### src/design/rpc_pkg.sv
// shared constants, types and helper functions for the point rotation block
package rpc_pkg;

  localparam int unsigned DEF_ITERATIONS  = 20;
  localparam int unsigned DEF_COORD_WIDTH = 24;

  localparam int unsigned ANGLE_W    = 24;
  localparam int unsigned GUARD_BITS = 24;
  localparam int unsigned WORK_EXTRA = 26;
  localparam int unsigned ZW         = 34;
  localparam int unsigned GAIN_W     = 24;
  localparam logic [GAIN_W-1:0] GAIN_Q24 = GAIN_W'(10188014);

  // angle reduction: 360 degrees = 92160 = 45 * 2^11
  localparam int unsigned UW    = ANGLE_W + 1;
  localparam int unsigned LOW_W = 11;
  localparam int unsigned H_W   = UW - LOW_W;
  localparam logic [UW-1:0] ANGLE_OFS = UW'(8478720);
  localparam int unsigned DW     = 15;
  localparam int unsigned QW     = 10;
  localparam int unsigned RMW    = 6;
  localparam int unsigned RECIP45 = 1456;

  localparam int unsigned R_W = 18;
  localparam logic signed [R_W-1:0] R_TURN     = R_W'(92160);
  localparam logic signed [R_W-1:0] R_HALF     = R_W'(46080);
  localparam logic signed [R_W-1:0] R_QUARTER  = R_W'(23040);
  localparam logic signed [R_W-1:0] R_NQUARTER = -R_W'(23040);

  localparam int unsigned ZFRAC_W   = 21;
  localparam int unsigned ZFRAC_N   = 45;
  localparam int unsigned ATAN_COUNT = 31;

  typedef struct packed {
    logic [QW-1:0]  q;
    logic [RMW-1:0] r;
  } div45_t;

  typedef logic [ZFRAC_W-1:0] zfrac_tab_t [ZFRAC_N];

  localparam logic [31:0] ATAN_TAB [ATAN_COUNT] = '{
    32'h20000000, 32'h12E4051E, 32'h09FB385B, 32'h051111D4, 32'h028B0D43, 32'h0145D7E1,
    32'h00A2F61E, 32'h00517C55, 32'h0028BE53, 32'h00145F2F, 32'h000A2F98, 32'h000517CC,
    32'h00028BE6, 32'h000145F3, 32'h0000A2FA, 32'h0000517D, 32'h000028BE, 32'h0000145F,
    32'h00000A30, 32'h00000518, 32'h0000028C, 32'h00000146, 32'h000000A3, 32'h00000051,
    32'h00000029, 32'h00000014, 32'h0000000A, 32'h00000005, 32'h00000003, 32'h00000001,
    32'h00000001
  };

  function automatic zfrac_tab_t build_zfrac();
    zfrac_tab_t t;
    for (int i = 0; i < ZFRAC_N; i++) begin
      t[i] = ZFRAC_W'((longint'(i) * 64'd2097152 + 64'd22) / 45);
    end
    return t;
  endfunction

  // fraction part of degrees to binary angle units, one entry per remainder
  localparam zfrac_tab_t ZFRAC = build_zfrac();

  function automatic logic [ZW-1:0] atan_step(input int unsigned i);
    logic [ZW-1:0] s;
    s = '0;
    if (i < ATAN_COUNT) begin
      s = ZW'(ATAN_TAB[i]);
    end
    return s;
  endfunction

  // quotient estimate by 45, exact or one low
  function automatic logic [QW-1:0] div45_est(input logic [DW-1:0] v);
    logic [25:0] p;
    p = 26'(v) * 26'(RECIP45);
    return p[25:16];
  endfunction

  function automatic div45_t div45_fix(input logic [DW-1:0] v, input logic [QW-1:0] q);
    logic [DW-1:0] r;
    div45_t res;
    r = v - DW'(q) * DW'(45);
    if (r >= DW'(45)) begin
      res.q = q + QW'(1);
      res.r = RMW'(r - DW'(45));
    end else begin
      res.q = q;
      res.r = RMW'(r);
    end
    return res;
  endfunction

endpackage

### src/design/rpc_prep.sv
// front pipeline: offsets, gain scaling, angle reduction and folding
module rpc_prep #(
  parameter int unsigned COORD_WIDTH = rpc_pkg::DEF_COORD_WIDTH
) (
  input  logic                                          clk_i,
  input  logic                                          rst_ni,
  input  logic                                          en_i,
  input  logic                                          valid_i,
  input  logic signed [COORD_WIDTH-1:0]                 point_x_i,
  input  logic signed [COORD_WIDTH-1:0]                 point_y_i,
  input  logic signed [COORD_WIDTH-1:0]                 center_x_i,
  input  logic signed [COORD_WIDTH-1:0]                 center_y_i,
  input  logic signed [rpc_pkg::ANGLE_W-1:0]            angle_i,
  output logic                                          valid_o,
  output logic signed [COORD_WIDTH+rpc_pkg::WORK_EXTRA-1:0] x_o,
  output logic signed [COORD_WIDTH+rpc_pkg::WORK_EXTRA-1:0] y_o,
  output logic signed [rpc_pkg::ZW-1:0]                 z_o,
  output logic signed [COORD_WIDTH-1:0]                 cx_o,
  output logic signed [COORD_WIDTH-1:0]                 cy_o
);
  import rpc_pkg::*;

  localparam int unsigned CW     = COORD_WIDTH;
  localparam int unsigned WW     = CW + WORK_EXTRA;
  localparam int unsigned STAGES = 6;

  logic [STAGES-1:0] valid_q;

  // stage 1
  logic signed [CW:0]   dx1_q, dy1_q;
  logic [H_W-1:0]       h1_q;
  logic [LOW_W-1:0]     lo1_q;
  logic [UW-1:0]        u1;
  // stage 2
  logic signed [WW-1:0] x2_q, y2_q;
  logic [H_W-1:0]       h2_q;
  logic [LOW_W-1:0]     lo2_q;
  logic [QW-1:0]        qh2_q;
  // stage 3
  logic signed [WW-1:0] x3_q, y3_q;
  logic signed [R_W-1:0] rs3_d, rs3_q;
  div45_t               fh;
  logic [RMW+LOW_W-1:0] r0;
  // stage 4
  logic signed [WW-1:0] x4_d, y4_d, x4_q, y4_q;
  logic signed [R_W-1:0] rf, rabs;
  logic                 neg;
  logic [DW-1:0]        mag4_q;
  logic                 sgn4_q;
  // stage 5
  logic signed [WW-1:0] x5_q, y5_q;
  logic [DW-1:0]        mag5_q;
  logic [QW-1:0]        qm5_q;
  logic                 sgn5_q;
  // stage 6
  logic signed [WW-1:0] x6_q, y6_q;
  logic signed [ZW-1:0] z6_d, z6_q;
  logic [ZW-1:0]        zm;
  div45_t               fm;

  logic signed [CW-1:0] cx_q [STAGES];
  logic signed [CW-1:0] cy_q [STAGES];

  assign u1 = {angle_i[ANGLE_W-1], angle_i} + ANGLE_OFS;

  always_comb begin
    fh    = div45_fix(DW'(h2_q), qh2_q);
    r0    = {fh.r, lo2_q};
    rs3_d = $signed({1'b0, r0});
    if (rs3_d > R_HALF) begin
      rs3_d = rs3_d - R_TURN;
    end
  end

  always_comb begin
    neg = 1'b0;
    rf  = rs3_q;
    if (rs3_q > R_QUARTER) begin
      neg = 1'b1;
      rf  = rs3_q - R_HALF;
    end else if (rs3_q < R_NQUARTER) begin
      neg = 1'b1;
      rf  = rs3_q + R_HALF;
    end
    rabs = rf[R_W-1] ? -rf : rf;
    x4_d = neg ? -x3_q : x3_q;
    y4_d = neg ? -y3_q : y3_q;
  end

  always_comb begin
    fm   = div45_fix(mag5_q, qm5_q);
    zm   = ZW'({fm.q, {ZFRAC_W{1'b0}}}) + ZW'(ZFRAC[fm.r]);
    z6_d = sgn5_q ? -$signed(zm) : $signed(zm);
  end

  always_ff @(posedge clk_i or negedge rst_ni) begin
    if (!rst_ni) begin
      valid_q <= '0;
    end else if (en_i) begin
      valid_q <= {valid_q[STAGES-2:0], valid_i};
    end
  end

  always_ff @(posedge clk_i) begin
    if (en_i) begin
      dx1_q  <= {point_x_i[CW-1], point_x_i} - {center_x_i[CW-1], center_x_i};
      dy1_q  <= {point_y_i[CW-1], point_y_i} - {center_y_i[CW-1], center_y_i};
      h1_q   <= u1[UW-1:LOW_W];
      lo1_q  <= u1[LOW_W-1:0];

      x2_q   <= dx1_q * $signed({1'b0, GAIN_Q24});
      y2_q   <= dy1_q * $signed({1'b0, GAIN_Q24});
      h2_q   <= h1_q;
      lo2_q  <= lo1_q;
      qh2_q  <= div45_est(DW'(h1_q));

      x3_q   <= x2_q;
      y3_q   <= y2_q;
      rs3_q  <= rs3_d;

      x4_q   <= x4_d;
      y4_q   <= y4_d;
      mag4_q <= rabs[DW-1:0];
      sgn4_q <= rf[R_W-1];

      x5_q   <= x4_q;
      y5_q   <= y4_q;
      mag5_q <= mag4_q;
      qm5_q  <= div45_est(mag4_q);
      sgn5_q <= sgn4_q;

      x6_q   <= x5_q;
      y6_q   <= y5_q;
      z6_q   <= z6_d;

      cx_q[0] <= center_x_i;
      cy_q[0] <= center_y_i;
      for (int i = 1; i < STAGES; i++) begin
        cx_q[i] <= cx_q[i-1];
        cy_q[i] <= cy_q[i-1];
      end
    end
  end

  assign valid_o = valid_q[STAGES-1];
  assign x_o     = x6_q;
  assign y_o     = y6_q;
  assign z_o     = z6_q;
  assign cx_o    = cx_q[STAGES-1];
  assign cy_o    = cy_q[STAGES-1];

endmodule

### config.mk
export PLATFORM = sky130hd
export DESIGN_NAME = rpc_prep
export DESIGN_NICKNAME = d
export VERILOG_FILES = /design/src/design/rpc_pkg.sv /design/src/design/rpc_prep.sv
export SDC_FILE = /design/constraint.sdc
export NUM_CORES = 2
export LEC_CHECK = 0
export ABC_AREA = 1
export BUFFER_PORTS_ARGS = -buffer_cell sky130_fd_sc_hd__clkbuf_2
export CAP_MARGIN = 10
export CORE_MARGIN = 3
export CORE_UTILIZATION = 55
export CTS_CLUSTER_DIAMETER = 200
export DETAILED_ROUTE_END_ITERATION = 10
export PLACE_DENSITY = 0.7
export SETUP_SLACK_MARGIN = 0.05
export SLEW_MARGIN = 20
export SYNTH_ARGS = -nofsm -noshare
export SYNTH_HDL_FRONTEND = slang
export SYNTH_SLANG_ARGS = --single-unit
export TNS_END_PERCENT = 10
### constraint.sdc
create_clock -name clk_i -period 8.3 [get_ports clk_i]
set_input_delay 1.66 -clock clk_i [delete_from_list [all_inputs] [get_ports clk_i]]
set_output_delay 1.66 -clock clk_i [all_outputs]
set_load 0.02 [all_outputs]
==> impl_metrics.prom <==
# TYPE chip_impl_metric gauge
chip_impl_metric{name="gr-total-overflow",unit=""} 0
chip_impl_metric{name="fraction_of_layout_instances_using_a_drive_strength_above_1",unit="%"} 8.74
chip_impl_metric{name="critical_path_peak_fanout",unit=""} 9
chip_impl_metric{name="drt-total-wl",unit="µm"} 147000
chip_impl_info{name="endpoint_kind",value="flop"} 1
chip_impl_info{name="critical_path_cell_with_the_highest_stage_delay",value="sky130_fd_sc_hd__edfxtp_1"} 1
chip_impl_metric{name="yosysWarnings",unit=""} 0
chip_impl_info{name="crit_path_frequent_cell",value="sky130_fd_sc_hd__inv_1"} 1
chip_impl_metric{name="hold_viol_final",unit=""} 0
chip_impl_metric{name="track_usage",unit="%"} 23.0
chip_impl_metric{name="worstPathRequired",unit="ns"} 8.77
chip_impl_metric{name="synth_enable_flop_cells",unit=""} 981
chip_impl_metric{name="synth_simple_gate_area_share",unit="%"} 7.46
chip_impl_metric{name="dp_hpwl",unit="µm"} 119000
chip_impl_metric{name="synth_sequential_area_ratio",unit="%"} 42.2
chip_impl_metric{name="synth_adder_area_share",unit="%"} 34.6
chip_impl_metric{name="initial_utilization",unit="%"} 55.6
chip_impl_metric{name="synth-seq-cells",unit=""} 987
chip_impl_metric{name="drcViolationCount",unit=""} 0
chip_impl_metric{name="grt_pass1_vias",unit=""} 42800
chip_impl_metric{name="chipWidth",unit="µm"} 363
chip_impl_info{name="worst_hold_path_type",value="flop to flop"} 1
chip_impl_metric{name="setup_total_neg_slack",unit="ns"} 0
chip_impl_metric{name="cts_setup_buffers",unit=""} 0
chip_impl_metric{name="io_buffer_count",unit=""} 304
chip_impl_metric{name="postLayoutSetupSlackWorst",unit="ns"} 0.982
chip_impl_metric{name="cts.sinks",unit=""} 987
chip_impl_metric{name="max-slew-margin-rel",unit="%"} 23.6
chip_impl_info{name="status",value="completed"} 1
chip_impl_metric{name="final-setup-viol-count",unit=""} 0
chip_impl_metric{name="post_synth.cell_area_avg",unit="µm²"} 11.9
chip_impl_metric{name="finalNonFillerCells",unit=""} 8037
chip_impl_metric{name="path_clk_slew",unit="ns"} 0.06
chip_impl_info{name="tritoncts_clock_tree",value="done"} 1
chip_impl_metric{name="area_inside_the_core_boundary",unit="µm²"} 126000
chip_impl_metric{name="synth.lib_cells_used.distinct",unit=""} 64
chip_impl_metric{name="area_growth_syn_to_layout",unit="%"} 10.1
chip_impl_metric{name="fmax",unit="MHz"} 137
chip_impl_metric{name="first_pass_iteration_count_of_the_detailed_router",unit=""} 6
chip_impl_info{name="rsz0062_at_grt",value="no"} 1
chip_impl_metric{name="portion_of_netlist_area_occupied_by_mux_cells",unit="%"} 0.0321
chip_impl_info{name="mostFrequentLayoutCells",value="1353 x sky130_fd_sc_hd__inv_1, 981 x sky130_fd_sc_hd__edfxtp_1, 755 x sky130_fd_sc_hd__fa_1, 730 x sky130_fd_sc_hd__ha_1, 588 x sky130_fd_sc_hd__nand2_1"} 1
chip_impl_metric{name="cts.path.max_buffers",unit=""} 3
chip_impl_metric{name="cts_inserted_buffers",unit=""} 102
chip_impl_metric{name="yosys.area_share.xor_xnor",unit="%"} 4.41
chip_impl_metric{name="first_iter_violations",unit=""} 2680
chip_impl_metric{name="global_route_wire_length_before_repair",unit="µm"} 234000
chip_impl_metric{name="final.period_utilization",unit="%"} 88.2
chip_impl_info{name="synth_top_family_by_area",value="adder cells"} 1
chip_impl_metric{name="dp_slack",unit="ns"} 1.08
chip_impl_metric{name="post_synthesis_compound_gate_area_fraction",unit="%"} 3.83
chip_impl_metric{name="floorplan.die.height",unit="µm"} 363
chip_impl_metric{name="clock_insertion_delay_worst_skew",unit="ns"} 0.73
chip_impl_metric{name="synth_area",unit="µm²"} 70100
chip_impl_metric{name="cts.repair.resized",unit=""} 0
chip_impl_metric{name="dr_total_vias",unit=""} 41400
chip_impl_metric{name="crit_path_max_incr_delay",unit="ns"} 0.64
chip_impl_info{name="worst-setup-path-type",value="flop to flop"} 1
chip_impl_metric{name="finalCriticalPeriod",unit="ns"} 7.32
chip_impl_metric{name="routed_wire_length_per_instance",unit="µm"} 18.3
chip_impl_metric{name="grt_antenna_before_repair",unit=""} 2
chip_impl_info{name="layout.cells.most_common",value="sky130_fd_sc_hd__inv_1"} 1
chip_impl_metric{name="num_io_pins",unit=""} 307
chip_impl_metric{name="timing_worst_slew_pin_value",unit="ns"} 1.15
chip_impl_metric{name="post_syn_instances",unit=""} 5905
chip_impl_metric{name="placement_rows",unit=""} 130
chip_impl_metric{name="fin_skew",unit="ns"} 0.0514
chip_impl_metric{name="maxCapViolations",unit=""} 0
chip_impl_info{name="crit_path_start_kind",value="flop"} 1
chip_impl_info{name="synth_flop_cell",value="sky130_fd_sc_hd__edfxtp_1"} 1
chip_impl_metric{name="timing.critical_path.arrival",unit="ns"} 7.78
chip_impl_metric{name="drt-vias-per-instance",unit=""} 5.15
chip_impl_metric{name="antenna-diode-count",unit=""} 0
chip_impl_metric{name="synth_async_sr_flop_share",unit="%"} 0.608
chip_impl_metric{name="design.die.area",unit="µm²"} 132000
chip_impl_metric{name="placed_cells",unit=""} 7850
chip_impl_metric{name="drv_slew",unit=""} 0
chip_impl_metric{name="grt_max_degree",unit=""} 187
chip_impl_metric{name="h-tree-depth",unit=""} 3
chip_impl_metric{name="utilization",unit="%"} 61.3
chip_impl_metric{name="layout.filler_cells",unit=""} 10000
chip_impl_metric{name="place.gp.congestion",unit=""} 0.966
chip_impl_metric{name="fin_nets",unit=""} 7913
chip_impl_metric{name="detail-route-antenna-nets",unit=""} 0
chip_impl_info{name="root_buffer_master",value="sky130_fd_sc_hd__clkbuf_16"} 1
chip_impl_metric{name="postCtsHoldBufs",unit=""} 0
state kept, by name (all words and copies together) (netlist names), 10 cells and up:
| register | cells |
|---|---|
| cx_q | 144 |
| cy_q | 144 |
| x2_q | 49 |
| x3_q | 49 |
| x4_q | 49 |
| x5_q | 49 |
| x_o | 49 |
| y2_q | 49 |
| y3_q | 49 |
| y4_q | 49 |
| y5_q | 49 |
| y_o | 49 |
| z_o | 34 |
| dx1_q | 25 |
| dy1_q | 25 |
| rs3_q | 18 |
| mag4_q | 15 |
| mag5_q | 15 |
| h1_q | 14 |
| h2_q | 14 |
| lo1_q | 11 |
| lo2_q | 11 |
| qm5_q | 10 |
per-layer routing:
layer | global-route usage (%) | routed length (µm) | vias to the layer above
li1 | - | - | 19900
met1 | 34.2 | 68900 | 20400
met2 | 35.5 | 66900 | 939
met3 | 4.21 | 8910 | 135
met4 | 5.01 | 2420 | 0
met5 | 0 | 0 | -
cell usage after synthesis (2+ instances only):
cell	n	area, µm²
sky130_fd_sc_hd__o21ai_0	136	681
sky130_fd_sc_hd__and3_1	4	25.0
sky130_fd_sc_hd__o221ai_1	4	35.0
sky130_fd_sc_hd__o31ai_1	8	60.1
sky130_fd_sc_hd__buf_6	2	22.5
sky130_fd_sc_hd__nand4_1	25	156
sky130_fd_sc_hd__o21bai_1	12	90.1
sky130_fd_sc_hd__a21o_1	10	75.1
sky130_fd_sc_hd__o2111ai_1	2	17.5
sky130_fd_sc_hd__buf_2	3	15.0
sky130_fd_sc_hd__buf_1	5	18.8
sky130_fd_sc_hd__nand2_4	8	90.1
sky130_fd_sc_hd__nand2_2	16	100
sky130_fd_sc_hd__dfrtp_1	6	150
sky130_fd_sc_hd__a31oi_1	20	125
sky130_fd_sc_hd__o21a_1	8	60.1
sky130_fd_sc_hd__ha_1	730	9130
sky130_fd_sc_hd__a21boi_0	6	45.0
sky130_fd_sc_hd__buf_4	4	30.0
sky130_fd_sc_hd__mux2_2	2	22.5
sky130_fd_sc_hd__o21ai_1	12	60.1
sky130_fd_sc_hd__xor2_1	213	1870
sky130_fd_sc_hd__nor4_1	17	106
sky130_fd_sc_hd__nor2_2	7	43.8
sky130_fd_sc_hd__a21oi_1	232	1160
sky130_fd_sc_hd__nor3_1	65	325
sky130_fd_sc_hd__nor2_1	276	1040
sky130_fd_sc_hd__inv_1	1354	5080
sky130_fd_sc_hd__a211oi_1	9	67.6
sky130_fd_sc_hd__nand3_1	150	751
sky130_fd_sc_hd__o211ai_1	12	90.1
sky130_fd_sc_hd__nand3_2	5	50.1
sky130_fd_sc_hd__or2_2	29	181
sky130_fd_sc_hd__nor2_4	2	22.5
sky130_fd_sc_hd__clkbuf_1	14	52.6
sky130_fd_sc_hd__o22ai_1	3	18.8
sky130_fd_sc_hd__xnor2_1	138	1210
sky130_fd_sc_hd__nand2_1	589	2210
sky130_fd_sc_hd__nand3b_1	8	60.1
sky130_fd_sc_hd__fa_1	755	15100
sky130_fd_sc_hd__edfxtp_1	981	29500
critical path, delay by kind of cell, from the launching register on:
| family | cells | cell delay (ns) |
|---|---|---|
| simple gates | 4 | 0.49 |
| compound gates | 5 | 1.42 |
| fa+ha+maj | 8 | 3.98 |
| flops | 1 | 0.64 |
| buf+inv | 7 | 0.46 |
| xor+xnor | 1 | 0.07 |
metrics by stage:
step                      area, µm²  hold slack, ns
after detailed placement      73800           0.405
after global routing          77200           0.392
final                         77200           0.391
after CTS                     77200           0.387
after floorplan               70100           0.400
after global placement        73800           0.400
path summary, 6_finish.rpt:
kind                                     from  cells past startpoint  slack (ns)                     end
max                        dx1_q[7]$_DFFE_PP_                     25        0.98      x2_q[46]$_DFFE_PP_
min                        y2_q[23]$_DFFE_PP_                      0        0.39      y3_q[23]$_DFFE_PP_
max reg2reg                dx1_q[7]$_DFFE_PP_                     25        0.98      x2_q[46]$_DFFE_PP_
min reg2reg                y2_q[23]$_DFFE_PP_                      0        0.39      y3_q[23]$_DFFE_PP_
max in group asynchronous              rst_ni                      1        7.40  valid_q[3]$_DFFE_PN0P_
min in group asynchronous              rst_ni                      1        0.75  valid_q[5]$_DFFE_PN0P_
cells by family (layout without fill, tap and decap cells):
logic type | count (synthesis) | in the layout
other | 1 | 2
adders and majority gates | 1485 | 1485
xor gates and xnor gates | 352 | 352
DFF | 987 | 987
muxes | 2 | 2
AOI/OAI and AO/OA | 483 | 483
buffers and inverters | 1386 | 1867
and+or+nand+nor | 1209 | 1209
cell type report:
type	instances	area [µm²]	area share, %
tap	1650	2060	2.67
clock inverter	67	813	1.05
sequential	987	29600	38.3
inverter	1357	5100	6.60
clock buffer	120	2650	3.43
timing repair buffer	323	1720	2.23
multi-input combinational	3533	35300	45.7
Power is not shown: default switching activity piles up to over one toggle a cycle in this logic, so the estimate is an artifact.
