[src/design/rpc_pkg.sv]
// shared constants, types and helper functions for the point rotation block
package rpc_pkg;

  localparam int unsigned DEF_ITERATIONS  = 20;
  localparam int unsigned DEF_COORD_WIDTH = 24;

  localparam int unsigned ANGLE_W    = 24;
  localparam int unsigned GUARD_BITS = 24;
  localparam int unsigned WORK_EXTRA = 26;
  localparam int unsigned ZW         = 34;
  localparam int unsigned GAIN_W     = 24;
  localparam logic [GAIN_W-1:0] GAIN_Q24 = GAIN_W'(10188014);

  // angle reduction: 360 degrees = 92160 = 45 * 2^11
  localparam int unsigned UW    = ANGLE_W + 1;
  localparam int unsigned LOW_W = 11;
  localparam int unsigned H_W   = UW - LOW_W;
  localparam logic [UW-1:0] ANGLE_OFS = UW'(8478720);
  localparam int unsigned DW     = 15;
  localparam int unsigned QW     = 10;
  localparam int unsigned RMW    = 6;
  localparam int unsigned RECIP45 = 1456;

  localparam int unsigned R_W = 18;
  localparam logic signed [R_W-1:0] R_TURN     = R_W'(92160);
  localparam logic signed [R_W-1:0] R_HALF     = R_W'(46080);
  localparam logic signed [R_W-1:0] R_QUARTER  = R_W'(23040);
  localparam logic signed [R_W-1:0] R_NQUARTER = -R_W'(23040);

  localparam int unsigned ZFRAC_W   = 21;
  localparam int unsigned ZFRAC_N   = 45;
  localparam int unsigned ATAN_COUNT = 31;

  typedef struct packed {
    logic [QW-1:0]  q;
    logic [RMW-1:0] r;
  } div45_t;

  typedef logic [ZFRAC_W-1:0] zfrac_tab_t [ZFRAC_N];

  localparam logic [31:0] ATAN_TAB [ATAN_COUNT] = '{
    32'h20000000, 32'h12E4051E, 32'h09FB385B, 32'h051111D4, 32'h028B0D43, 32'h0145D7E1,
    32'h00A2F61E, 32'h00517C55, 32'h0028BE53, 32'h00145F2F, 32'h000A2F98, 32'h000517CC,
    32'h00028BE6, 32'h000145F3, 32'h0000A2FA, 32'h0000517D, 32'h000028BE, 32'h0000145F,
    32'h00000A30, 32'h00000518, 32'h0000028C, 32'h00000146, 32'h000000A3, 32'h00000051,
    32'h00000029, 32'h00000014, 32'h0000000A, 32'h00000005, 32'h00000003, 32'h00000001,
    32'h00000001
  };

  function automatic zfrac_tab_t build_zfrac();
    zfrac_tab_t t;
    for (int i = 0; i < ZFRAC_N; i++) begin
      t[i] = ZFRAC_W'((longint'(i) * 64'd2097152 + 64'd22) / 45);
    end
    return t;
  endfunction

  // fraction part of degrees to binary angle units, one entry per remainder
  localparam zfrac_tab_t ZFRAC = build_zfrac();

  function automatic logic [ZW-1:0] atan_step(input int unsigned i);
    logic [ZW-1:0] s;
    s = '0;
    if (i < ATAN_COUNT) begin
      s = ZW'(ATAN_TAB[i]);
    end
    return s;
  endfunction

  // quotient estimate by 45, exact or one low
  function automatic logic [QW-1:0] div45_est(input logic [DW-1:0] v);
    logic [25:0] p;
    p = 26'(v) * 26'(RECIP45);
    return p[25:16];
  endfunction

  function automatic div45_t div45_fix(input logic [DW-1:0] v, input logic [QW-1:0] q);
    logic [DW-1:0] r;
    div45_t res;
    r = v - DW'(q) * DW'(45);
    if (r >= DW'(45)) begin
      res.q = q + QW'(1);
      res.r = RMW'(r - DW'(45));
    end else begin
      res.q = q;
      res.r = RMW'(r);
    end
    return res;
  endfunction

endpackage

[src/design/rpc_post.sv]
// rounding, center add-back, saturation and output register
module rpc_post #(
  parameter int unsigned COORD_WIDTH = rpc_pkg::DEF_COORD_WIDTH
) (
  input  logic                                              clk_i,
  input  logic                                              rst_ni,
  input  logic                                              en_i,
  input  logic                                              valid_i,
  input  logic signed [COORD_WIDTH+rpc_pkg::WORK_EXTRA-1:0] x_i,
  input  logic signed [COORD_WIDTH+rpc_pkg::WORK_EXTRA-1:0] y_i,
  input  logic signed [COORD_WIDTH-1:0]                     cx_i,
  input  logic signed [COORD_WIDTH-1:0]                     cy_i,
  output logic                                              valid_o,
  output logic signed [COORD_WIDTH-1:0]                     rot_x_o,
  output logic signed [COORD_WIDTH-1:0]                     rot_y_o,
  output logic                                              overflow_o
);
  import rpc_pkg::*;

  localparam int unsigned CW = COORD_WIDTH;
  localparam int unsigned WW = CW + WORK_EXTRA;
  localparam int unsigned SW = CW + 3;
  localparam logic signed [WW-1:0] ROUND = WW'(1) <<< (GUARD_BITS - 1);
  localparam logic [CW-1:0] SAT_HI = {1'b0, {(CW-1){1'b1}}};
  localparam logic [CW-1:0] SAT_LO = {1'b1, {(CW-1){1'b0}}};

  logic signed [WW-1:0] xr, yr;
  logic signed [CW+1:0] xa_q, ya_q;
  logic signed [CW-1:0] cx_q, cy_q;
  logic [1:0]           valid_q;
  logic signed [SW-1:0] sx, sy;
  logic                 ox, oy;
  logic signed [CW-1:0] rx_d, ry_d, rx_q, ry_q;
  logic                 ovf_q;

  assign xr = x_i + ROUND;
  assign yr = y_i + ROUND;

  always_comb begin
    sx   = {xa_q[CW+1], xa_q} + {{3{cx_q[CW-1]}}, cx_q};
    sy   = {ya_q[CW+1], ya_q} + {{3{cy_q[CW-1]}}, cy_q};
    ox   = !((sx[SW-1:CW-1] == '0) || (sx[SW-1:CW-1] == '1));
    oy   = !((sy[SW-1:CW-1] == '0) || (sy[SW-1:CW-1] == '1));
    rx_d = ox ? (sx[SW-1] ? SAT_LO : SAT_HI) : sx[CW-1:0];
    ry_d = oy ? (sy[SW-1] ? SAT_LO : SAT_HI) : sy[CW-1:0];
  end

  always_ff @(posedge clk_i or negedge rst_ni) begin
    if (!rst_ni) begin
      valid_q <= '0;
    end else if (en_i) begin
      valid_q <= {valid_q[0], valid_i};
    end
  end

  always_ff @(posedge clk_i) begin
    if (en_i) begin
      xa_q  <= xr[WW-1:GUARD_BITS];
      ya_q  <= yr[WW-1:GUARD_BITS];
      cx_q  <= cx_i;
      cy_q  <= cy_i;
      rx_q  <= rx_d;
      ry_q  <= ry_d;
      ovf_q <= ox | oy;
    end
  end

  assign valid_o    = valid_q[1];
  assign rot_x_o    = rx_q;
  assign rot_y_o    = ry_q;
  assign overflow_o = ovf_q;

endmodule
[config.mk]
export PLATFORM = sky130hd
export DESIGN_NAME = rpc_post
export DESIGN_NICKNAME = d
export VERILOG_FILES = /design/src/design/rpc_pkg.sv /design/src/design/rpc_post.sv
export SDC_FILE = /design/constraint.sdc
export NUM_CORES = 1
export LEC_CHECK = 0
export ABC_AREA = 1
export BUFFER_PORTS_ARGS = -buffer_cell sky130_fd_sc_hd__buf_4
export CELL_PAD_IN_SITES_DETAIL_PLACEMENT = 1
export CELL_PAD_IN_SITES_GLOBAL_PLACEMENT = 1
export CORE_UTILIZATION = 43
export CTS_BUF_LIST = sky130_fd_sc_hd__clkbuf_8
export CTS_CLUSTER_SIZE = 30
export DETAILED_ROUTE_END_ITERATION = 10
export GPL_ROUTABILITY_DRIVEN = 0
export PLACE_DENSITY_LB_ADDON = 0.1
export REMOVE_ABC_BUFFERS = 1
export SETUP_SLACK_MARGIN = 0.15
export SYNTH_ARGS = -nofsm -noshare
export SYNTH_HDL_FRONTEND = slang
export SYNTH_SLANG_ARGS = --single-unit
[constraint.sdc]
create_clock -name clk_i -period 3 [get_ports clk_i]
set_input_delay 0.15 -clock clk_i [delete_from_list [all_inputs] [get_ports clk_i]]
set_output_delay 0.15 -clock clk_i [all_outputs]
set_load 0.005 [all_outputs]
==> results of run 1 <==
## Yosys cell counts
master | count | area (um^2)
or2_0 | 1 | 6.26
nor2_2 | 6 | 37.5
nand3_2 | 17 | 170
nand2_1 | 332 | 1250
o21ai_4 | 1 | 16.3
fa_1 | 2 | 40.0
nor3_2 | 4 | 40.0
and3_1 | 2 | 12.5
nand3_1 | 91 | 455
nand3b_2 | 1 | 11.3
edfxtp_1 | 149 | 4470
inv_1 | 129 | 484
xnor2_1 | 34 | 298
nand2_4 | 7 | 78.8
nand4_1 | 21 | 131
nand2_8 | 1 | 20.0
o21ai_0 | 6 | 30.0
o21bai_1 | 8 | 60.1
nor2_1 | 97 | 364
ha_1 | 54 | 676
clkinv_1 | 1 | 3.75
buf_4 | 5 | 37.5
a31oi_1 | 6 | 37.5
o21a_1 | 1 | 7.51
nor3_1 | 12 | 60.1
nand2_2 | 36 | 225
buf_8 | 1 | 15.0
or2_1 | 1 | 6.26
and2_1 | 1 | 6.26
nor3b_1 | 1 | 7.51
buf_6 | 4 | 45.0
buf_12 | 2 | 40.0
and2_4 | 1 | 8.76
xor2_1 | 45 | 394
inv_2 | 5 | 18.8
o21bai_2 | 1 | 11.3
dfrtp_1 | 2 | 50.1
a21oi_2 | 4 | 35.0
a21oi_1 | 42 | 210
nor3_4 | 1 | 16.3
## what timing repair did
action                     in CTS  in global routing
setup endpoints to repair       0                 46
resized for setup               0                 12
hold buffers                   93                  0
setup buffers                   0                  1
hold endpoints to repair       91                  0
## worst min-delay path by stage
stage / cells after the start / start / slack, ns / to
floorplan: 0 / rst_ni / -0.15 / valid_q[0]$_DFFE_PN0P_
global placement: 1 / rst_ni / -0.07 / valid_q[1]$_DFFE_PN0P_
detailed placement: 1 / rst_ni / -0.06 / valid_q[1]$_DFFE_PN0P_
CTS: 3 / x_i[33] / 0.02 / xa_q[9]$_DFFE_PP_
global route: 3 / x_i[33] / 0.05 / xa_q[9]$_DFFE_PP_
finish: 3 / x_i[33] / 0.04 / xa_q[9]$_DFFE_PP_
## area by class of cell
class,count,area [um^2],area share [%]
antenna,2,5.00,0.0391
clock buffer,17,234,1.83
clock inverter,15,159,1.24
inverter,135,507,3.96
multi-input combinational,840,4800,37.6
sequential,151,4520,35.4
tap,285,357,2.79
timing repair buffer,258,2200,17.2
## flip-flops by register name, indices dropped and copies added (netlist names)
signal,count
overflow_o,1
ya_q,26
valid_q,2
rot_y_o,24
cx_q,24
xa_q,26
cy_q,24
rot_x_o,24
## metal layers
metal,vias up,GRT usage (%)
met2,173,46.4
met5,-,0
met3,65,2.96
li1,4303,-
met4,0,12.4
met1,4066,24.8
## logic make-up after synthesis
kind of cell	Yosys count	synth area share, %
simple gates	633	29.4
flops	151	45.8
buf+inv	147	6.52
xor+xnor	79	7.00
compound gates	69	4.13
fa+ha+maj	56	7.24
## critical path: stages, from the launching register on
cell,delay (ns)
edfxtp_1,0.36
ha_2,0.21
inv_1,0.06
fa_1,0.40
inv_1,0.12
nand3_1,0.10
nand3_2,0.11
nand2_1,0.06
nand2_1,0.09
nand2_1,0.10
nand3_1,0.12
nand2_1,0.06
nand2_1,0.08
nand2_1,0.09
nand2_4,0.16
nand2_8,0.12
nand2_4,0.15
nand2_2,0.05
## power by group
group	leakage (nW)	total (mW)	switching [mW]	internal, mW
Clock	0.194	1.59	0.961	0.627
Combinational	4.21	2.48	1.48	1.01
Sequential	1.49	2.78	0.0943	2.68
==> out/results.tsv, run 1 <==
metric	value	unit
vias in the first global route	9121	
maximum VDD drop	0.218	mV
cells after synthesis	1135	
fin crit period	2.70	ns
Finished Cell Area	12800	um^2
maximum fanout along the worst path	10	
Setup Skew	0.0192	ns
DR DRC count	0	
placed cell count	1572	
RSZ-0062 raised after global routing	false	
chip height	154	um
WL met3	652	um
Fin. Hold Viols	0	
core box area	22600	um^2
arrival time worst endpoint	2.94	ns
initial antenna violation count	2	
Setup crit end kind	flop	
Global Route Usage Sum	23.8	%
IO Port Bufs	155	
commonest non-fill, non-tap cells in the layout	nand2_1, buf_4, edfxtp_1	
fraction of layout cells with a size suffix above 1	20.3	%
Hold Slack	0.0350	ns
pre-CTS setup slack	0.185	ns
Pwr Density	535	nW/um^2
type of the worst min-delay path	primary input to flop	
routed length per instance	16.3	um
DR WL met2	15.2	mm
Die W	154	um
R2R setup slack	0.30	ns
LEAKAGE	5.89	nW
Row Count	55	
Mapped Area	9890	um^2
fin crit share	89.8	%
Area Overhead vs Synth	29.3	%
reg2reg path depth	17	
latest clock arrival within the worst-skew pair	0.49	ns
total CTS buffers	17	
status	complete, no violations	
drt first pass iters	4	
Worst Path Required	3.24	ns
Seq cells post-synth	151	
vias after detailed routing	8607	
Max-slew headroom	55.5	%
Fmax	371	MHz
Seq/Total Area, Yosys	45.8	%
met1 wire length	10.8	mm
r2r startpoint	ya_q[0]$_DFFE_PP_	
fin cells	1703	
DPL Wire Length	19.8	mm
count of cell types in the netlist	40	
worst reg2reg path endpoint	rot_y_o[19]$_DFFE_PP_	
commonest non-fill, non-tap cell in the layout	nand2_1	
fillers	2635	
Syn. warnings	0	
setup TNS	0	ns
Clk pin slew, worst setup/hold paths	0.11	ns
TritonCTS clock tree	yes	
average cell area after synthesis	8.71	um^2
Initial DRC Count	253	
top sig layer	met4	
crit path from	ya_q[0]$_DFFE_PP_	
Final #Nets	1611	
num ports	202	
Critical Path Sink	rot_y_o[19]$_DFFE_PP_	
die area	23600	um^2
GR Overflow Total	0	
pin count of the biggest net entering global routing	72	
CP Class	flop to flop	
H-tree levels	4	
vias per cell	5.05	
final wirelength	27.8	mm
Max Cap Viol	0	
Final Util	56.7	%
first-pass GRT wire length	43.7	mm
CTS sink cnt	151	
total power	6.85	mW
setup ws final	0.305	ns
fin. max-slew vios	0	
type of origin of the critical path	flop	
post-route ant nets	0	
Worst Tran Pin Value	0.668	ns
initial core utilization	43.8	%
clk buf depth	2	
Root Driver	clkbuf_8	
placed cell area	11400	um^2
Setup violations, final	0	
No activity file was read; power rests on OpenSTA's default activity.
==> run 2: changes to the inputs <==
--- a/config.mk
+++ b/config.mk
@@ -7,14 +7,14 @@
 export LEC_CHECK = 0
 export ABC_AREA = 1
 export BUFFER_PORTS_ARGS = -buffer_cell sky130_fd_sc_hd__buf_4
-export CELL_PAD_IN_SITES_DETAIL_PLACEMENT = 1
+export CELL_PAD_IN_SITES_DETAIL_PLACEMENT = 0
 export CELL_PAD_IN_SITES_GLOBAL_PLACEMENT = 1
 export CORE_UTILIZATION = 43
 export CTS_BUF_LIST = sky130_fd_sc_hd__clkbuf_8
 export CTS_CLUSTER_SIZE = 30
 export DETAILED_ROUTE_END_ITERATION = 10
 export GPL_ROUTABILITY_DRIVEN = 0
-export PLACE_DENSITY_LB_ADDON = 0.1
+export PLACE_DENSITY = 0.84
 export REMOVE_ABC_BUFFERS = 1
 export SETUP_SLACK_MARGIN = 0.15
 export SYNTH_ARGS = -nofsm -noshare
==> constraint.sdc (replaced) <==
create_clock -name clk_i -period 3 [get_ports clk_i]
set_input_delay 0.15 -clock clk_i [delete_from_list [all_inputs] [get_ports clk_i]]
set_output_delay 0.15 -clock clk_i [all_outputs]
set_load 0.02 [all_outputs]
==> run 2 against run 1 <==
Compared with the run above:
- die area unchanged
- maximum frequency up 2.1%
- clock power up 3%
- worst hold slack worse by 0.017 ns
- worst setup slack better by 0.056 ns
- utilization down 0.72 points
- highest routed layer unchanged
==> out/results.tsv, run 2 (same netlist as run 1, synthesis figures left out) <==
metric	value	unit	change
status	complete, no violations		unchanged
Setup Skew	0.0211	ns	was 0.0192 ns
die area	23600	um^2	unchanged
Setup violations, final	0		unchanged
Finished Cell Area	12600	um^2	was 12800 um^2
Critical Path Sink	rot_x_o[2]$_DFFE_PP_		was rot_y_o[19]$_DFFE_PP_
Final #Nets	1598		was 1611
Final Util	55.9	%	was 56.7%
type of origin of the critical path	flop		unchanged
initial core utilization	43.8	%	unchanged
TritonCTS clock tree	yes		unchanged
commonest non-fill, non-tap cells in the layout	nand2_1, buf_4, edfxtp_1		unchanged
first-pass GRT wire length	35.7	mm	was 43.7 mm
total CTS buffers	17		unchanged
chip height	154	um	unchanged
Worst Tran Pin Value	0.775	ns	was 0.668 ns
Root Driver	clkbuf_8		unchanged
WP depth	14		was 17
Setup crit end kind	flop		unchanged
pin count of the biggest net entering global routing	154		was 72
core box area	22600	um^2	unchanged
Max-slew headroom	48.3	%	was 55.5%
DPL Wire Length	17.3	mm	was 19.8 mm
max incr delay on CP	0.44	ns	was 0.40 ns
GR Util met1	22.1	%	was 24.8%
CP max stage cell	fa_1		unchanged
Die W	154	um	unchanged
commonest non-fill, non-tap cell in the layout	nand2_1		unchanged
maximum VDD drop	0.250	mV	was 0.218 mV
setup TNS	0	ns	unchanged
setup repair bufs after CTS	0		unchanged
CP Class	flop to flop		unchanged
maximum fanout along the worst path	23		was 10
Fin. Hold Viols	0		unchanged
Row Count	55		unchanged
RSZ-0062 raised after global routing	true		was false
vias in the first global route	7811		was 9121
H-tree levels	4		unchanged
Clk pin slew, worst setup/hold paths	0.10	ns	was 0.11 ns
clk buf depth	2		unchanged
type of the worst min-delay path	primary input to flop		unchanged
arrival time worst endpoint	2.86	ns	was 2.94 ns
fraction of layout cells with a size suffix above 1	20.2	%	was 20.3%
r2r startpoint	xa_q[0]$_DFFE_PP_		was ya_q[0]$_DFFE_PP_
latest clock arrival within the worst-skew pair	0.47	ns	was 0.49 ns
Pwr Density	551	nW/um^2	was 535 nW/um^2
met3 Track Usage GR	2.73	%	was 2.96%
vias per cell	4.83		was 5.05
drt first pass iters	5		was 4
reg2reg path depth	14		was 17
Worst Path Required	3.22	ns	was 3.24 ns
Worst path top cell family by delay	simple AND/OR/NAND/NOR gates		unchanged
Initial DRC Count	367		was 253
fin crit period	2.64	ns	was 2.70 ns
Area Overhead vs Synth	27.7	%	was 29.3%
GR Overflow Total	0		unchanged
CP cell instances	ha_1 -> inv_1 -> fa_1 -> o21bai_2 -> nand2_1 -> nand2_1 -> nand2_1 -> nand3_1 -> nand2_1 -> nand2_1 -> nand2_2 -> o21ai_4 -> buf_6 -> nand2_1		was ha_2 -> inv_1 -> fa_1 -> inv_1 -> nand3_1 -> nand3_2 -> nand2_1 -> nand2_1 -> nand2_1 -> nand3_1 -> nand2_1 -> nand2_1 -> nand2_1 -> nand2_4 -> nand2_8 -> nand2_4 -> nand2_2
Worst Hold Depth	2		was 3
final wirelength	22.7	mm	was 27.8 mm
Largest regs	xa_q x26, ya_q x26		unchanged
IO Port Bufs	155		unchanged
Top Usage Layer GRT	met2		unchanged
Hold Slack	0.0179	ns	was 0.0350 ns
R2R setup slack	0.36	ns	was 0.30 ns
crit path buf inv count	2		unchanged
initial antenna violation count	0		was 2
placed cell area	11400	um^2	unchanged
LEAKAGE	5.84	nW	was 5.89 nW
routed length per instance	13.4	um	was 16.3 um
post-route ant nets	0		unchanged
DR DRC count	0		unchanged
Max Cap Viol	0		unchanged
fin crit share	88.0	%	was 89.8%
worst reg2reg path endpoint	rot_x_o[2]$_DFFE_PP_		was rot_y_o[19]$_DFFE_PP_
crit path from	xa_q[0]$_DFFE_PP_		was ya_q[0]$_DFFE_PP_
Fmax	379	MHz	was 371 MHz
Worst path most repeated cell	nand2_1		unchanged
CTS sink cnt	151		unchanged
Global Route Usage Sum	19.1	%	was 23.8%
grt met2 use	36.1	%	was 46.4%
Antenna diodes	0		was 2
vias after detailed routing	8146		was 8607
num ports	202		unchanged
fin. max-slew vios	0		unchanged
## run 2: changes by cell type in the layout (fill, tap and decap cells not counted), sizes merged
cell         previous run  this run
buf                   165       164
bufinv                  0         2
clkinv                  5         6
diode                   2         0
dlygate4sd3            93        82
inv                   143       140
nand2                 379       378
## run 2: area by class of cell
class / count / area [um^2]
multi-input cells: 839 / 4760
fillers: 2062 / 9940
well taps: 285 / 357
clock buffers: 17 / 234
clock inverters: 15 / 169
flip-flops and latches: 151 / 4520
inverters: 135 / 507
repair buffers: 246 / 2080
## run 2: how the worst min path moves through the flow
stage            start                     end
3_3_place_gp    rst_ni  valid_q[1]$_DFFE_PN0P_
4_1_cts        y_i[31]       ya_q[7]$_DFFE_PP_
3_5_place_dp    rst_ni  valid_q[0]$_DFFE_PN0P_
5_1_grt        y_i[31]       ya_q[7]$_DFFE_PP_
6_report       x_i[49]      xa_q[25]$_DFFE_PP_
2_1_floorplan   rst_ni  valid_q[0]$_DFFE_PN0P_
## run 2: routing by layer
metal / share of wire, % / vias to the layer above
met5: 0 / -
met4: 1.6 / 0
met3: 3.4 / 33
met2: 52 / 192
met1: 43 / 3657
li1: - / 4264
## run 2: through the flow
step                instances  setup slack (ns)  power (mW)
finish                   1688             0.361        6.96
global route             1688             0.147        7.35
CTS                      1686             0.239        6.95
detailed placement       1572             0.260        5.24
global placement         1572             0.369        5.21
floorplan                1123             0.517        4.41
## run 2: repair_timing
action | CTS | global route
hold endpoints to repair | 82 | 0
hold buffers | 82 | 0
endpoints found under the setup margin | 0 | 46
gates resized for setup | 0 | 6
## run 2: power by group
group | switching [mW] | leakage (nW) | internal, mW
sequential | 0.0857 | 1.49 | 2.68
clock | 0.881 | 0.201 | 0.761
combinational | 1.57 | 4.15 | 0.983
