--- config.mk ---
export PLATFORM = sky130hd
export DESIGN_NAME = rpc_cell
export DESIGN_NICKNAME = d
export VERILOG_FILES = /design/src/design/rpc_pkg.sv /design/src/design/rpc_cell.sv
export SDC_FILE = /design/constraint.sdc
export NUM_CORES = 1
export LEC_CHECK = 0
export BUFFER_PORTS_ARGS = -buffer_cell sky130_fd_sc_hd__buf_2
export CAP_MARGIN = 20
export CORE_MARGIN = 2
export CORE_UTILIZATION = 36
export DETAILED_ROUTE_END_ITERATION = 6
export MAX_ROUTING_LAYER = met4
export PLACE_DENSITY = 0.57
export SETUP_SLACK_MARGIN = 0.5
export SLEW_MARGIN = 20
export SYNTH_ARGS = -nofsm -noshare
export SYNTH_HDL_FRONTEND = slang
export SYNTH_SLANG_ARGS = --single-unit
--- constraint.sdc ---
create_clock -name clk_i -period 2.2 [get_ports clk_i]
set_input_delay 0.33 -clock clk_i [delete_from_list [all_inputs] [get_ports clk_i]]
set_output_delay 0.33 -clock clk_i [all_outputs]
set_load 0.1 [all_outputs]
--- src/design/rpc_pkg.sv ---
// shared constants, types and helper functions for the point rotation block
package rpc_pkg;

  localparam int unsigned DEF_ITERATIONS  = 20;
  localparam int unsigned DEF_COORD_WIDTH = 24;

  localparam int unsigned ANGLE_W    = 24;
  localparam int unsigned GUARD_BITS = 24;
  localparam int unsigned WORK_EXTRA = 26;
  localparam int unsigned ZW         = 34;
  localparam int unsigned GAIN_W     = 24;
  localparam logic [GAIN_W-1:0] GAIN_Q24 = GAIN_W'(10188014);

  // angle reduction: 360 degrees = 92160 = 45 * 2^11
  localparam int unsigned UW    = ANGLE_W + 1;
  localparam int unsigned LOW_W = 11;
  localparam int unsigned H_W   = UW - LOW_W;
  localparam logic [UW-1:0] ANGLE_OFS = UW'(8478720);
  localparam int unsigned DW     = 15;
  localparam int unsigned QW     = 10;
  localparam int unsigned RMW    = 6;
  localparam int unsigned RECIP45 = 1456;

  localparam int unsigned R_W = 18;
  localparam logic signed [R_W-1:0] R_TURN     = R_W'(92160);
  localparam logic signed [R_W-1:0] R_HALF     = R_W'(46080);
  localparam logic signed [R_W-1:0] R_QUARTER  = R_W'(23040);
  localparam logic signed [R_W-1:0] R_NQUARTER = -R_W'(23040);

  localparam int unsigned ZFRAC_W   = 21;
  localparam int unsigned ZFRAC_N   = 45;
  localparam int unsigned ATAN_COUNT = 31;

  typedef struct packed {
    logic [QW-1:0]  q;
    logic [RMW-1:0] r;
  } div45_t;

  typedef logic [ZFRAC_W-1:0] zfrac_tab_t [ZFRAC_N];

  localparam logic [31:0] ATAN_TAB [ATAN_COUNT] = '{
    32'h20000000, 32'h12E4051E, 32'h09FB385B, 32'h051111D4, 32'h028B0D43, 32'h0145D7E1,
    32'h00A2F61E, 32'h00517C55, 32'h0028BE53, 32'h00145F2F, 32'h000A2F98, 32'h000517CC,
    32'h00028BE6, 32'h000145F3, 32'h0000A2FA, 32'h0000517D, 32'h000028BE, 32'h0000145F,
    32'h00000A30, 32'h00000518, 32'h0000028C, 32'h00000146, 32'h000000A3, 32'h00000051,
    32'h00000029, 32'h00000014, 32'h0000000A, 32'h00000005, 32'h00000003, 32'h00000001,
    32'h00000001
  };

  function automatic zfrac_tab_t build_zfrac();
    zfrac_tab_t t;
    for (int i = 0; i < ZFRAC_N; i++) begin
      t[i] = ZFRAC_W'((longint'(i) * 64'd2097152 + 64'd22) / 45);
    end
    return t;
  endfunction

  // fraction part of degrees to binary angle units, one entry per remainder
  localparam zfrac_tab_t ZFRAC = build_zfrac();

  function automatic logic [ZW-1:0] atan_step(input int unsigned i);
    logic [ZW-1:0] s;
    s = '0;
    if (i < ATAN_COUNT) begin
      s = ZW'(ATAN_TAB[i]);
    end
    return s;
  endfunction

  // quotient estimate by 45, exact or one low
  function automatic logic [QW-1:0] div45_est(input logic [DW-1:0] v);
    logic [25:0] p;
    p = 26'(v) * 26'(RECIP45);
    return p[25:16];
  endfunction

  function automatic div45_t div45_fix(input logic [DW-1:0] v, input logic [QW-1:0] q);
    logic [DW-1:0] r;
    div45_t res;
    r = v - DW'(q) * DW'(45);
    if (r >= DW'(45)) begin
      res.q = q + QW'(1);
      res.r = RMW'(r - DW'(45));
    end else begin
      res.q = q;
      res.r = RMW'(r);
    end
    return res;
  endfunction

endpackage

--- src/design/rpc_cell.sv ---
// one cordic micro-rotation cell of the rotation chain
module rpc_cell #(
  parameter int unsigned COORD_WIDTH = rpc_pkg::DEF_COORD_WIDTH,
  parameter int unsigned STEP        = 0
) (
  input  logic                                              clk_i,
  input  logic                                              rst_ni,
  input  logic                                              en_i,
  input  logic                                              valid_i,
  input  logic signed [COORD_WIDTH+rpc_pkg::WORK_EXTRA-1:0] x_i,
  input  logic signed [COORD_WIDTH+rpc_pkg::WORK_EXTRA-1:0] y_i,
  input  logic signed [rpc_pkg::ZW-1:0]                     z_i,
  input  logic signed [COORD_WIDTH-1:0]                     cx_i,
  input  logic signed [COORD_WIDTH-1:0]                     cy_i,
  output logic                                              valid_o,
  output logic signed [COORD_WIDTH+rpc_pkg::WORK_EXTRA-1:0] x_o,
  output logic signed [COORD_WIDTH+rpc_pkg::WORK_EXTRA-1:0] y_o,
  output logic signed [rpc_pkg::ZW-1:0]                     z_o,
  output logic signed [COORD_WIDTH-1:0]                     cx_o,
  output logic signed [COORD_WIDTH-1:0]                     cy_o
);
  import rpc_pkg::*;

  localparam int unsigned WW = COORD_WIDTH + WORK_EXTRA;
  localparam logic signed [ZW-1:0] ANG = atan_step(STEP);

  logic signed [WW-1:0] xs, ys, x_d, y_d, x_q, y_q;
  logic signed [ZW-1:0] z_d, z_q;
  logic signed [COORD_WIDTH-1:0] cx_q, cy_q;
  logic                 valid_q;

  always_comb begin
    xs = x_i >>> STEP;
    ys = y_i >>> STEP;
    if (!z_i[ZW-1]) begin
      x_d = x_i - ys;
      y_d = y_i + xs;
      z_d = z_i - ANG;
    end else begin
      x_d = x_i + ys;
      y_d = y_i - xs;
      z_d = z_i + ANG;
    end
  end

  always_ff @(posedge clk_i or negedge rst_ni) begin
    if (!rst_ni) begin
      valid_q <= 1'b0;
    end else if (en_i) begin
      valid_q <= valid_i;
    end
  end

  always_ff @(posedge clk_i) begin
    if (en_i) begin
      x_q  <= x_d;
      y_q  <= y_d;
      z_q  <= z_d;
      cx_q <= cx_i;
      cy_q <= cy_i;
    end
  end

  assign valid_o = valid_q;
  assign x_o     = x_q;
  assign y_o     = y_q;
  assign z_o     = z_q;
  assign cx_o    = cx_q;
  assign cy_o    = cy_q;

endmodule

==> results of run 1 <==
what timing repair did:
action,CTS,global route
gates cloned,0,0
resized for setup,319,112
pin swaps,132,78
endpoints found under the hold margin,1,0
hold buffers,1,0
buffers inserted,53,20
endpoints found under the setup margin,95,89
cells by family (layout without fill, tap and decap cells):
logic type,count (synthesis),after routing
DFF,182,182
muxes,23,23
AOI/OAI and AO/OA,529,529
buffers and inverters,219,1236
adders and majority gates,169,169
and+or+nand+nor,385,385
xor gates and xnor gates,98,98
critical path, stage by stage:
cell and delay [ns]:
buf_8 0.10, inv_4 0.05, ha_4 0.20, or4_4 0.54
or4_4 0.45, a21oi_4 0.20, nor4_4 0.10, o41ai_4 0.30
a311oi_2 0.17, o41a_1 0.41, buf_4 0.17, buf_6 0.12
o31ai_4 0.24, a21oi_2 0.10, xnor2_1 0.15
layer usage:
metal	part of all wire	up-vias	GRT usage	wire length, um
met4	0.031	0	0.107	1980
li1	-	7790	-	-
met1	0.44	7719	0.384	27500
met5	0	-	-	0
met2	0.46	596	0.479	29300
met3	0.068	94	0.0507	4280
area by class of cell:
cell class                      count  area, sq um  share of cell area
Clock buffer                       17          425              0.0170
Clock inverter                     14          141             0.00563
Inverter                          154          626              0.0249
Multi-Input combinational cell   1204        10300               0.410
Sequential cell                   182         5460               0.218
Tap cell                          525          657              0.0262
Timing Repair Buffer             1051         7500               0.299
placed cells by master (no fill, tap or decap), types with 7 or more instances in the layout:
cell type	count
o21ai_0	61
a21oi_1	159
o211ai_1	13
nand2_1	91
nand3_1	19
ha_1	142
o31ai_1	7
edfxtp_1	181
o21ai_2	18
mux2i_1	11
buf_2	344
nor3_1	24
xnor2_1	70
ha_4	21
clkbuf_16	17
nor2_2	10
o21ai_1	18
buf_6	63
o21ai_4	7
a21oi_2	40
buf_12	11
inv_2	14
o21a_1	10
xnor2_2	18
inv_1	126
nand4_1	18
xor2_1	10
nor4_1	15
a21oi_4	25
buf_8	12
nand2b_1	8
a21o_1	28
o21bai_1	32
buf_4	619
nor2_1	120
cell usage after synthesis, types with 13 or more instances:
cell        n
o21bai_1   36
ha_1      165
o211ai_1   13
nand3_1    20
mux2i_1    22
clkbuf_1   51
nor3_1     28
inv_1     147
o21ai_0   104
a211oi_1   13
nand4_1    18
nor2_1    136
a21oi_1   223
nor4_1     23
a21o_1     29
nand2_1   101
xnor2_1    88
edfxtp_1  181
path summary, 6_finish.rpt:
kind / start / to / slack [ns]
hold reg to reg: valid_o / valid_o / 0.52
min in group asynchronous: rst_ni / valid_o / 0.15
setup / recovery: x_i[12] / x_o[44] / -1.19
hold / removal: z_i[27] / z_o[27] / 0.03
setup reg to reg: valid_o / valid_o / 1.45
max in group asynchronous: rst_ni / valid_o / 1.96
report_power, final:
group / internal, mW / total [mW] / switching, mW
Clock: 1.50 / 3.05 / 1.56
Sequential: 4.41 / 4.56 / 0.149
Combinational: 3.10 / 9.46 / 6.37
stage by stage:
stage          total power [mW]  setup TNS (ns)
3_5_place_dp               13.1          -90.17
6_report                   17.1          -48.60
2_1_floorplan              10.1          -41.05
3_3_place_gp               13.0          -88.99
5_1_grt                    17.7          -52.25
4_1_cts                    16.8          -37.57
sequential cells by signal, indices dropped and copies added (netlist names):
| name | cells |
|---|---|
| cx_o | 24 |
| z_o | 34 |
| valid_o | 1 |
| y_o | 49 |
| cy_o | 24 |
| x_o | 50 |
==> out/metrics.yaml, run 1 <==
syn_area_sq_um: 14600
final_antenna_net_count: 0
synth_simple_gate_area_share: 0.123
cp_data_required_time_ns: 2.44
cts_tree: "done"
wl_per_cell_um: 20.1
num_vias: 16199
rows: 73
powerDensity_nw_per_um2: 680
hold_path.class: "primary input to flop"
synth_ff_type: "edfxtp_1"
viasPerCell: 5.15
area.growth.synth_to_final_pct: 72.3
clk_latency_ns: 0.46
synth_xor_area_frac: 0.0589
grt_pass1_vias: 16140
cts-root-buf: "clkbuf_16"
finalHoldWorstSlack_ns: 0.0301
track_usage: 0.300
synthAdderAreaFrac: 0.147
hold_path_depth: 1
synth-edff-count: 181
clockBufferDepth: 2
worstMarginPinSlew_ns: 0.673
dp_cells: 3042
synth-compound-area-share: 0.223
period_needed_ns: 3.39
crit_type: "primary input to flop"
drt_iter0_drc: 1101
ys_warn_count: 0
synth_top_family_by_area: "compound AO/OA/AOI/OAI gates"
grt_max_degree: 44
dp_hpwl_um: 51900
worstPathArrival_ns: 3.63
antenna_cells: 0
ff2ff_path_depth: 1
yosysTopAreaCell: "edfxtp_1"
start_kind: "primary input"
finalInstanceArea_sq_um: 25100
p_leak_nw: 11.5
drc: 0
htreeDepth: 4
fin_crit_sh: 1.54
die_w_um: 205
vdd_ir_drop_max_v: 0.000542
synth_nets: 1960
place.gp.congestion: 0.963
die_y_um: 205
fillers: 3467
num-nets-final: 2965
synth_top_area_frac: 0.373
start_util: 0.366
dp_worst_setup_slack_ns: -1.73
yosys-top-cells-area: "edfxtp_1, ha_1, a21oi_1"
setup_viol: 74
grt_pass1_wl_um: 92500
yosysUniqueCellTypes: 69
antenna_found_initial: 0
status: "finished with violations"
syn_area_per_cell_sq_um: 9.07
async_flop_share: 0.00549
cts.clk_slew.worst_paths_ns: 0.09
finalWirelength_um: 63100
synth_cells: 1605
seq_area_frac_synth: 0.375
dieArea_sq_um: 42100
clkSinkCount: 182
instances_no_fill: 3147
end_kind: "flop"
slew_headroom: 0.546
cp_max_fo: 3
synth_mux_area_frac: 0.0159
hold_viol: 0
final_core_util: 0.630
io_pins: 369
fmax_mhz: 295
portBuffers: 368
first_pass_iters: 6
place_area_sq_um: 22000
grt.overflow.total: 0
synth_seq_cells: 182
fin_ws_ns: -1.19
cap_violations: 0
rsz0062_at_grt: "true"
final_layout_size_suffix_gt1_frac: 0.526
core_area_sq_um: 39800
fin_worst_skew_ns: 0
cts_buffers: 17
report.final.slew_viol_count: 0
violations: "setup timing"
Note: power is estimated with default switching activity, not from simulation.
==> run 2: changes to the inputs <==
--- a/config.mk
+++ b/config.mk
@@ -10,6 +10,7 @@
 export CORE_MARGIN = 2
 export CORE_UTILIZATION = 36
 export DETAILED_ROUTE_END_ITERATION = 6
+export HOLD_SLACK_MARGIN = 0.06
 export MAX_ROUTING_LAYER = met4
 export PLACE_DENSITY = 0.57
 export SETUP_SLACK_MARGIN = 0.5
==> run 2 against run 1 <==
  * The run still ends with setup timing left
  * Design area up 2.9%
  * Non-clock buffer count up 72
  * Flip-flop and latch count unchanged
  * First-iteration DRC count up 3.0%
  * Routed wire length up 2.3%
  * Via count up 1.7%
  * Die area unchanged
  * Maximum frequency up 0.17%
  * Cell count up 2.3%
  * Critical endpoint is now x_o[48]
  * Largest cell class unchanged
==> out/metrics.yaml, run 2 (synthesized netlist as in run 1, its figures left out) <==
status: "finished with violations"
dieArea_sq_um: 42100
place_area_sq_um: 22000
antenna_found_initial: 0
cp_max_fo: 3
finalWirelength_um: 64500
vdd_ir_drop_max_v: 0.000546
largest_reg_flops: 50
worstMarginPinSlew_ns: 0.662
start_kind: "primary input"
fmax_mhz: 295
wl_per_cell_um: 20.1
instances_no_fill: 3219
track_usage: 0.307
powerDensity_nw_per_um2: 666
place.gp.congestion: 0.963
clkSinkCount: 182
cts_tree: "done"
combPwrFrac: 0.557
cts-root-buf: "clkbuf_16"
crit_type: "primary input to flop"
final_antenna_net_count: 0
fin_ws_ns: -1.18
p_leak_nw: 11.8
hold_viol: 0
report.final.slew_viol_count: 0
cts_buffers: 17
drt_iter0_drc: 1134
num-nets-final: 3037
cts.clk_slew.worst_paths_ns: 0.08
p_sw_mw: 8.11
p_int_mw: 9.08
io_pins: 369
die_w_um: 205
drc: 0
final_cell_mix: "buf_4, buf_2, edfxtp_1"
pwr-share-seq: 0.265
num_vias: 16480
dp_worst_setup_slack_ns: -1.73
violations: "setup timing"
grt_max_degree: 44
clk_latency_ns: 0.47
start_util: 0.366
rows: 73
final_common_cell: "buf_4"
period_needed_ns: 3.38
first_pass_iters: 7
grt.overflow.total: 0
cap_violations: 0
slew_headroom: 0.553
core_area_sq_um: 39800
end_kind: "flop"
dp_cells: 3042
grt_pass1_wl_um: 94600
p_clk_frac: 0.178
fin_worst_skew_ns: 0
hold_path.class: "primary input to flop"
final_layout_size_suffix_gt1_frac: 0.512
clockBufferDepth: 2
area.growth.synth_to_final_pct: 77.3
cp_data_required_time_ns: 2.44
rsz0062_at_grt: "true"
finalHoldWorstSlack_ns: 0.0792
fin_crit_sh: 1.54
grt_pass1_vias: 16574
viasPerCell: 5.12
worstPathArrival_ns: 3.63
htreeDepth: 4
power_mw: 17.2
antenna_cells: 0
setup_viol: 74
portBuffers: 368
die_y_um: 205
finalInstanceArea_sq_um: 25800
swShare: 0.472
dp_hpwl_um: 51900
-- run 2: cell count changes in the layout (fill, tap and decap cells not counted), sizes merged --
| cell | delta |
|---|---|
| dlygate4sd3 | +73 |
| buf | -1 |
-- run 2: cell type report --
| cell class | count | area [sq um] |
|---|---|---|
| clock buffers | 17 | 425 |
| clock inverters | 14 | 141 |
| fillers | 3359 | 14000 |
| inverters | 154 | 626 |
| multi-input cells | 1204 | 10300 |
| flip-flops and latches | 182 | 5460 |
| well taps | 525 | 657 |
| repair buffers | 1123 | 8220 |
-- run 2: worst paths after layout --
check	start	endpoint	slack (ns)	cells past startpoint
setup / recovery	x_i[12]	x_o[48]	-1.18	13
max in group asynchronous	rst_ni	valid_o	1.97	2
min in group asynchronous	rst_ni	valid_o	0.15	2
hold reg to reg	valid_o	valid_o	0.52	1
setup reg to reg	valid_o	valid_o	1.45	1
hold / removal	z_i[20]	z_o[20]	0.08	1
-- run 2: timing repair --
item	in CTS	in global routing
endpoints found under the hold margin	74	0
hold buffers	74	0
endpoints found under the setup margin	95	89
setup buffers	53	19
gates resized for setup	319	112
pin swaps	132	78
-- run 2: layer usage --
layer  GRT usage  vias up  wire [um]
met4       0.118        0       2320
met1       0.390     7870      28300
li1            -     7934          -
met5           -        -          0
met3      0.0492       97       3910
met2       0.490      579      30000
-- run 2: critical path: stages --
cell,delay (ns)
buf_8,0.10
inv_4,0.05
ha_4,0.20
or4_4,0.54
or4_4,0.45
a21oi_4,0.20
nor4_4,0.10
o41ai_4,0.30
a311oi_2,0.17
o41a_1,0.41
or4_4,0.46
o21ba_4,0.21
xnor2_1,0.11
-- run 2: stage by stage --
| step | TNS [ns] | utilization |
|---|---|---|
| global placement | -88.99 | 0.553 |
| global route | -51.45 | 0.648 |
| CTS | -37.57 | 0.630 |
| floorplan | -41.05 | - |
| finish | -47.41 | 0.648 |
| detailed placement | -90.17 | 0.553 |
-- run 2: power groups by stage --
stage	Sequential (mW)	Clock [mW]	Combinational (mW)
after floorplan	7.88	0	2.24
after global placement	4.63	0	8.41
after detailed placement	4.64	0	8.43
after CTS	4.56	3.12	9.22
after global routing	4.60	3.23	10.0
final	4.56	3.06	9.57
==> run 3: changes to the inputs <==
--- a/config.mk
+++ b/config.mk
@@ -18,3 +18,4 @@
 export SYNTH_ARGS = -nofsm -noshare
 export SYNTH_HDL_FRONTEND = slang
 export SYNTH_SLANG_ARGS = --single-unit
+export TNS_END_PERCENT = 30
==> run 3 against run 2 <==
  * The run still ends with setup timing left
  * Sequential share of layout area is 0.68 points higher
  * Flip-flop and latch count did not move
  * Utilization is 2.0 points lower
  * Die area unchanged
  * Non-clock buffer count is 33 lower
  * Routed wire length up 1.1%
  * Sequential power barely moved
  * Design area shrank 3.1%
  * Setup slack improved by 0.045 ns
==> out/metrics.yaml, run 3 (synthesized netlist as in run 1, its figures left out) <==
grt_max_degree: 58
cts-root-buf: "clkbuf_16"
ff2ff_path_depth: 1
slew_headroom: 0.514
clockBufferDepth: 2
wl_per_cell_um: 20.5
cpPeakStageDelay_ns: 0.55
final_cell_mix: "buf_4, buf_2, edfxtp_1"
fin_ws_ns: -1.14
place.gp.congestion: 0.949
cp_slowest_cell: "or4_4"
area.growth.synth_to_final_pct: 71.8
power_mw: 17.0
grt.overflow.total: 0
hold_viol: 0
viasPerCell: 5.18
core_area_sq_um: 39800
dp_worst_setup_slack_ns: -1.74
finalWirelength_um: 65200
fin_crit_sh: 1.52
crit_family: "simple AND/OR/NAND/NOR gates"
fillers: 3432
regToRegEndpoint: "valid_o"
worstReg2RegStart: "valid_o"
instances_no_fill: 3188
crit_chain: "buf_8, ha_4, or4_4, or4_4, a21oi_4, nor4_4, o41ai_4, a311oi_2, o41a_1, or4_4, o21ba_4, xnor2_2"
htreeDepth: 4
num_vias: 16523
path_buf_inv: 1
grt_pass1_vias: 16313
final_common_cell: "buf_4"
start_util: 0.366
final_layout_size_suffix_gt1_frac: 0.489
worstPathArrival_ns: 3.59
cap_violations: 0
cp-startpoint: "y_i[12]"
num-nets-final: 3004
die_w_um: 205
dp_hpwl_um: 51700
finalInstanceArea_sq_um: 25000
cp_data_required_time_ns: 2.45
dp_cells: 3034
cts.clk_slew.worst_paths_ns: 0.08
report.final.slew_viol_count: 0
worstMarginPinSlew_ns: 0.720
seqCellArea_sq_um: 5460
cts_tree: "done"
portBuffers: 368
fmax_mhz: 299
hold_path.class: "primary input to asynchronous set/reset pin"
status: "finished with violations"
end_kind: "flop"
first_pass_iters: 5
multi_input_area_sq_um: 9910
cpMostUsedCell: "or4_4"
rrSetupSlack_ns: 1.43
rows: 73
violations: "setup timing"
drt_iter0_drc: 1046
p_leak_nw: 11.5
crit_type: "primary input to flop"
setup_viol: 75
antenna_found_initial: 1
track_usage: 0.310
cp_max_fo: 2
io_pins: 369
dieArea_sq_um: 42100
cp_num_cells: 12
start_kind: "primary input"
rsz0062_at_grt: "true"
fin_worst_skew_ns: 0
cts_buffers: 17
clk_latency_ns: 0.48
drc: 0
vdd_ir_drop_max_v: 0.000548
grt_pass1_wl_um: 94900
final_antenna_net_count: 0
powerDensity_nw_per_um2: 681
fin_setup_tns_ns: -42.04
period_needed_ns: 3.34
die_y_um: 205
clkSinkCount: 182
place_area_sq_um: 21600
largest_reg_flops: 50
-- run 3: changes by cell type in the layout (fill, tap and decap cells not counted), moves of 6 or more --
cell     before  now
buf_6        62   42
buf_4       619  608
a21oi_4      25   17
ha_1        142  134
xnor2_2      18   11
a21oi_1     159  165
buf_8        12    4
inv_1       126  132
mux2i_1      11   18
xnor2_1      70   77
-- run 3: worst max path at each step --
stage              end  slack, ns
4_1_cts        x_o[48]      -1.09
2_1_floorplan  x_o[48]      -1.51
3_5_place_dp   x_o[40]      -1.74
3_3_place_gp   x_o[40]      -1.69
5_1_grt        x_o[48]      -1.19
6_report       x_o[48]      -1.14
-- run 3: report_power, final --
group          internal [mW]  switching [mW]
clock                   1.63            1.63
combinational           2.94            6.28
sequential              4.41           0.154
-- run 3: per-stage QoR --
stage	hold WS, ns	utilization
final	0.162	0.628
after global routing	0.155	0.628
after CTS	0.107	0.604
after detailed placement	0.106	0.543
after global placement	0.104	0.543
after floorplan	0.0344	-
-- run 3: metal layers --
metal / vias to the layer above / GRT usage / share of wire
met3: 75 / 0.0415 / 0.058
met2: 575 / 0.496 / 0.47
met4: 0 / 0.105 / 0.028
met5: - / - / 0
li1: 7885 / - / -
met1: 7988 / 0.403 / 0.44
-- run 3: repair_timing --
action                     CTS  global route
gates resized for setup    197           190
setup buffers               24            18
pin swaps                   74            86
hold endpoints to repair    79             0
setup endpoints to repair   96            95
hold buffers                79             0
-- run 3: cell type report --
class                      count  area share
inverter                     154      0.0242
clock buffer                  17      0.0170
multi-input combinational   1204       0.396
clock inverter                15     0.00715
sequential                   182       0.218
tap                          525      0.0263
antenna                        1    0.000100
timing repair buffer        1090       0.311
